===== config.mk =====
export PLATFORM = sky130hd
export DESIGN_NAME = ccsc_ram
export DESIGN_NICKNAME = d
export VERILOG_FILES = /design/src/rtl/ccsc_ram.sv
export SDC_FILE = /design/constraint.sdc
export NUM_CORES = 1
export LEC_CHECK = 0
export BUFFER_PORTS_ARGS = -buffer_cell sky130_fd_sc_hd__buf_2
export CAP_MARGIN = 20
export CORE_MARGIN = 2
export CORE_UTILIZATION = 44
export DETAILED_ROUTE_END_ITERATION = 10
export PLACE_DENSITY = 0.64
export SETUP_SLACK_MARGIN = 0.02
export SLEW_MARGIN = 10
export SYNTH_ARGS = -nofsm -noshare
export SYNTH_HDL_FRONTEND = slang
export SYNTH_SLANG_ARGS = --single-unit
export TNS_END_PERCENT = 10

===== constraint.sdc =====
create_clock -name clock -period 2.3 [get_ports clock]
set_clock_uncertainty 0.15 [all_clocks]
set_input_delay 0.46 -clock clock [delete_from_list [all_inputs] [get_ports clock]]
set_output_delay 0.46 -clock clock [all_outputs]
set_load 0.01 [all_outputs]

===== src/rtl/ccsc_ram.sv =====
// Generic single-write, single-read synchronous RAM with registered read data.
`timescale 1ns / 1ps

module ccsc_ram #(
   parameter int WIDTH = 8,
   parameter int DEPTH = 32,
   localparam int ADDR_W = $clog2(DEPTH)
) (
   input  logic              clock,
   input  logic              wr_en,
   input  logic [ADDR_W-1:0] wr_addr,
   input  logic [WIDTH-1:0]  wr_data,
   input  logic [ADDR_W-1:0] rd_addr,
   output logic [WIDTH-1:0]  rd_data
);

   logic [WIDTH-1:0] mem [DEPTH];
   logic [WIDTH-1:0] rd_data_ff;

   always_ff @(posedge clock) begin
      if (wr_en) begin
         mem[wr_addr] <= wr_data;
      end
   end

   always_ff @(posedge clock) begin
      rd_data_ff <= mem[rd_addr];
   end

   assign rd_data = rd_data_ff;

endmodule


==> metrics.md <==
| Metric | Value |
|---|---|
| # clock sinks | `264` |
| Sw Ratio | `0.199` |
| # setup viols final | `0` |
| Synth Register Bits | `264` |
| Die W | `155 um` |
| Fin area | `11800 sq um` |
| Cell taking the most area after synthesis | `edfxtp_1` |
| Vias in the first global route | `4817` |
| Area occupied by multi-input gates | `2100 sq um` |
| Area growth syn-to-layout | `17.1%` |
| Max Slew Vio Count | `0` |
| DR iter-0 viols | `535` |
| Synth cell types | `15` |
| Drt total wl | `20900 um` |
| Total CTS buffers | `26` |
| Global-route wire length before repair | `31400 um` |
| Worst-path fanout max | `15` |
| Syn avg cell area | `24.1 sq um` |
| Starting density of the core | `0.447` |
| RSZ-0062 raised after global routing | `no` |
| WP buf/inv | `3` |
| HP Class | `primary input to flip-flop` |
| Port Buffers | `27` |
| CTS Buffer Depth | `3` |
| Gpl congestion | `0.804` |
| Vias/cell | `5.71` |
| Post-CTS setup buffers | `0` |
| Final global-route overflow total | `0` |
| P_leak | `3.80 nW` |
| Clk network pwr share | `0.413` |
| Hold Path Depth | `2` |
| Io pins | `28` |
| WL/cell | `25.9 um` |
| Top post-synthesis cells by area | `edfxtp_1 (76%), mux4_2 (18%), dfxtp_1 (1.6%), nor2_1 (1.2%), mux2_2 (0.90%)` |
| Switch Pwr | `0.00200 W` |
| Chip height | `155 um` |
| Hold EP | `rd_data[5]` |
| Crit path max-delay family | `multiplexers` |
| Sequential cell area | `7850 sq um` |
| Seq/Total Area, Yosys | `0.781` |
| Worst skew pair latency | `0.51 ns` |
| Arrival time worst endpoint | `2.31 ns` |
| Worst Tran Pin Value | `0.647 ns` |
| Max stage delay on crit path | `0.55 ns` |
| Placement Cell Area | `10900 sq um` |
| Hold buffers post-CTS | `0` |
| Post-synthesis cell count | `417` |
| Root Buffer | `clkbuf_16` |
| Yosys top cell area share | `0.765` |
| Worst R2R End | `rd_data[6]` |
| Critical path startpoint category | `primary input` |
| Core area | `22500 sq um` |
| Final hold violations | `0` |
| Syn Std Cell Area | `10100 sq um` |
| Max-slew headroom | `0.568` |
| First drt pass iteration count | `5` |
| Fmax | `485 MHz` |
| Combinational power share | `0.054` |
| Setup CP Type | `primary input to flip-flop` |
| Worst VDD drop | `0.392 mV` |
| CTS tree | `done` |
| Critical path required time | `2.55 ns` |
| Reg-to-reg slack, setup | `0.31 ns` |
| # resized after CTS | `0` |
| Crit. End Element | `flip-flop` |
| Post-Route Setup TNS | `0 ns` |
| CP Cell Sequence | `buf_4 -> buf_12 -> buf_12 -> mux4_2 -> mux4_2 -> mux2_2` |
| Final nets | `524` |
| Drt drc | `0` |
| Antenna cells | `0` |
| Rows | `55` |
| Critical path's slowest cell | `mux4_2` |
| Final Critical Period | `2.06 ns` |
| H-tree Lvls | `1` |
| Ys Warns | `0` |
| Reg2Reg Launch Point | `mem[23][6]` |
| Fillers | `1692` |
| Final Cycle Share | `0.897` |
| Status | `completed` |
| Clock transition at path regs | `0.06 ns` |
| Antenna-violating nets left | `0` |
| R2R cell count | `3` |
| Maximum capacitance violations | `0` |
| GRT Total Usage | `0.180` |
| Core occupancy in the finished layout | `0.523` |
| Seq pwr share | `0.533` |
| HPWL Detailed | `13300 um` |
| Pwr Density | `856 nW/um^2` |
| Min-Delay Startpoint | `rd_addr[3]` |
| Initial antenna violation count | `0` |
| Share of layout cells above drive strength 1 | `0.403` |
| Largest net degree at the start of global routing | `35` |
| Power Internal | `0.00807 W` |
| Via count | `4617` |
| Mapped Nets | `437` |
| DIE AREA | `24100 sq um` |
## cells by family after synthesis
kind of cell,count (synthesis),synth area share
buffers and inverters,20,0.0106
AND/OR/NAND/NOR,45,0.0207
flip-flops,264,0.781
multiplexers,88,0.188
## synth_stat cells
| cell type | number |
|---|---|
| or3_1 | 1 |
| mux2_2 | 8 |
| nand2_1 | 1 |
| buf_4 | 6 |
| clkbuf_1 | 6 |
| mux4_2 | 80 |
| nor2_1 | 33 |
| or3b_2 | 3 |
| nand3b_1 | 5 |
| buf_2 | 1 |
| dfxtp_1 | 8 |
| nand3_1 | 2 |
| edfxtp_1 | 256 |
| buf_6 | 1 |
| buf_1 | 6 |
## routing by layer
layer,global-route usage,vias up,share of wire
li1,-,1951,-
met1,0.271,2471,0.44
met2,0.288,164,0.48
met3,0.0234,31,0.058
met4,0.0362,0,0.016
met5,0,-,0
## state kept, by name, indices dropped and copies added, names as in the netlist
| name | count |
|---|---|
| mem | 256 |
| rd_data | 8 |
## power by group through the flow
stage	clock network, W	registers [W]	logic [W]
after floorplan	0	0.00547	0.000291
after global placement	0	0.00547	0.000540
after detailed placement	0	0.00547	0.000552
after CTS	0.00423	0.00537	0.000554
after global routing	0.00443	0.00537	0.000582
final	0.00417	0.00537	0.000543
## worst max-delay path by stage
stage                    start         end  slack [ns]  depth (start not counted)
floorplan           rd_addr[2]  rd_data[0]        0.03                          5
global placement    rd_addr[0]  rd_data[7]       -0.27                          6
detailed placement  rd_addr[0]  rd_data[7]       -0.29                          6
CTS                 rd_addr[0]  rd_data[7]        0.24                          6
global route        rd_addr[0]  rd_data[7]        0.20                          6
finish              rd_addr[0]  rd_data[7]        0.24                          6
## stage by stage
stage	hold slack (ns)	power (W)	instances	setup slack [ns]
after floorplan	0.409	0.00577	417	0.0262
after global placement	0.711	0.00601	761	-0.272
after detailed placement	0.713	0.00603	761	-0.289
after CTS	0.226	0.0102	808	0.244
after global routing	0.237	0.0104	808	0.201
final	0.238	0.0101	808	0.237
## layout make-up
cell class | count | area share
tap | 285 | 0.0303
timing repair buffer | 79 | 0.0523
clock buffer | 31 | 0.0587
multi-input combinational | 133 | 0.178
sequential | 264 | 0.667
clock inverter | 16 | 0.0135
## cell usage in the layout, fill, tap and decap left out, types with 2 or more instances in the layout
cell	n
buf_4	46
buf_12	7
edfxtp_1	256
buf_2	26
clkinv_2	9
clkinv_1	2
dfxtp_1	8
or3b_2	3
clkbuf_16	27
nor2_1	33
nand3_1	2
bufinv_16	3
mux2_2	8
clkbuf_1	4
nand3b_1	5
mux4_2	80
No activity file was read; power rests on OpenSTA's default activity.
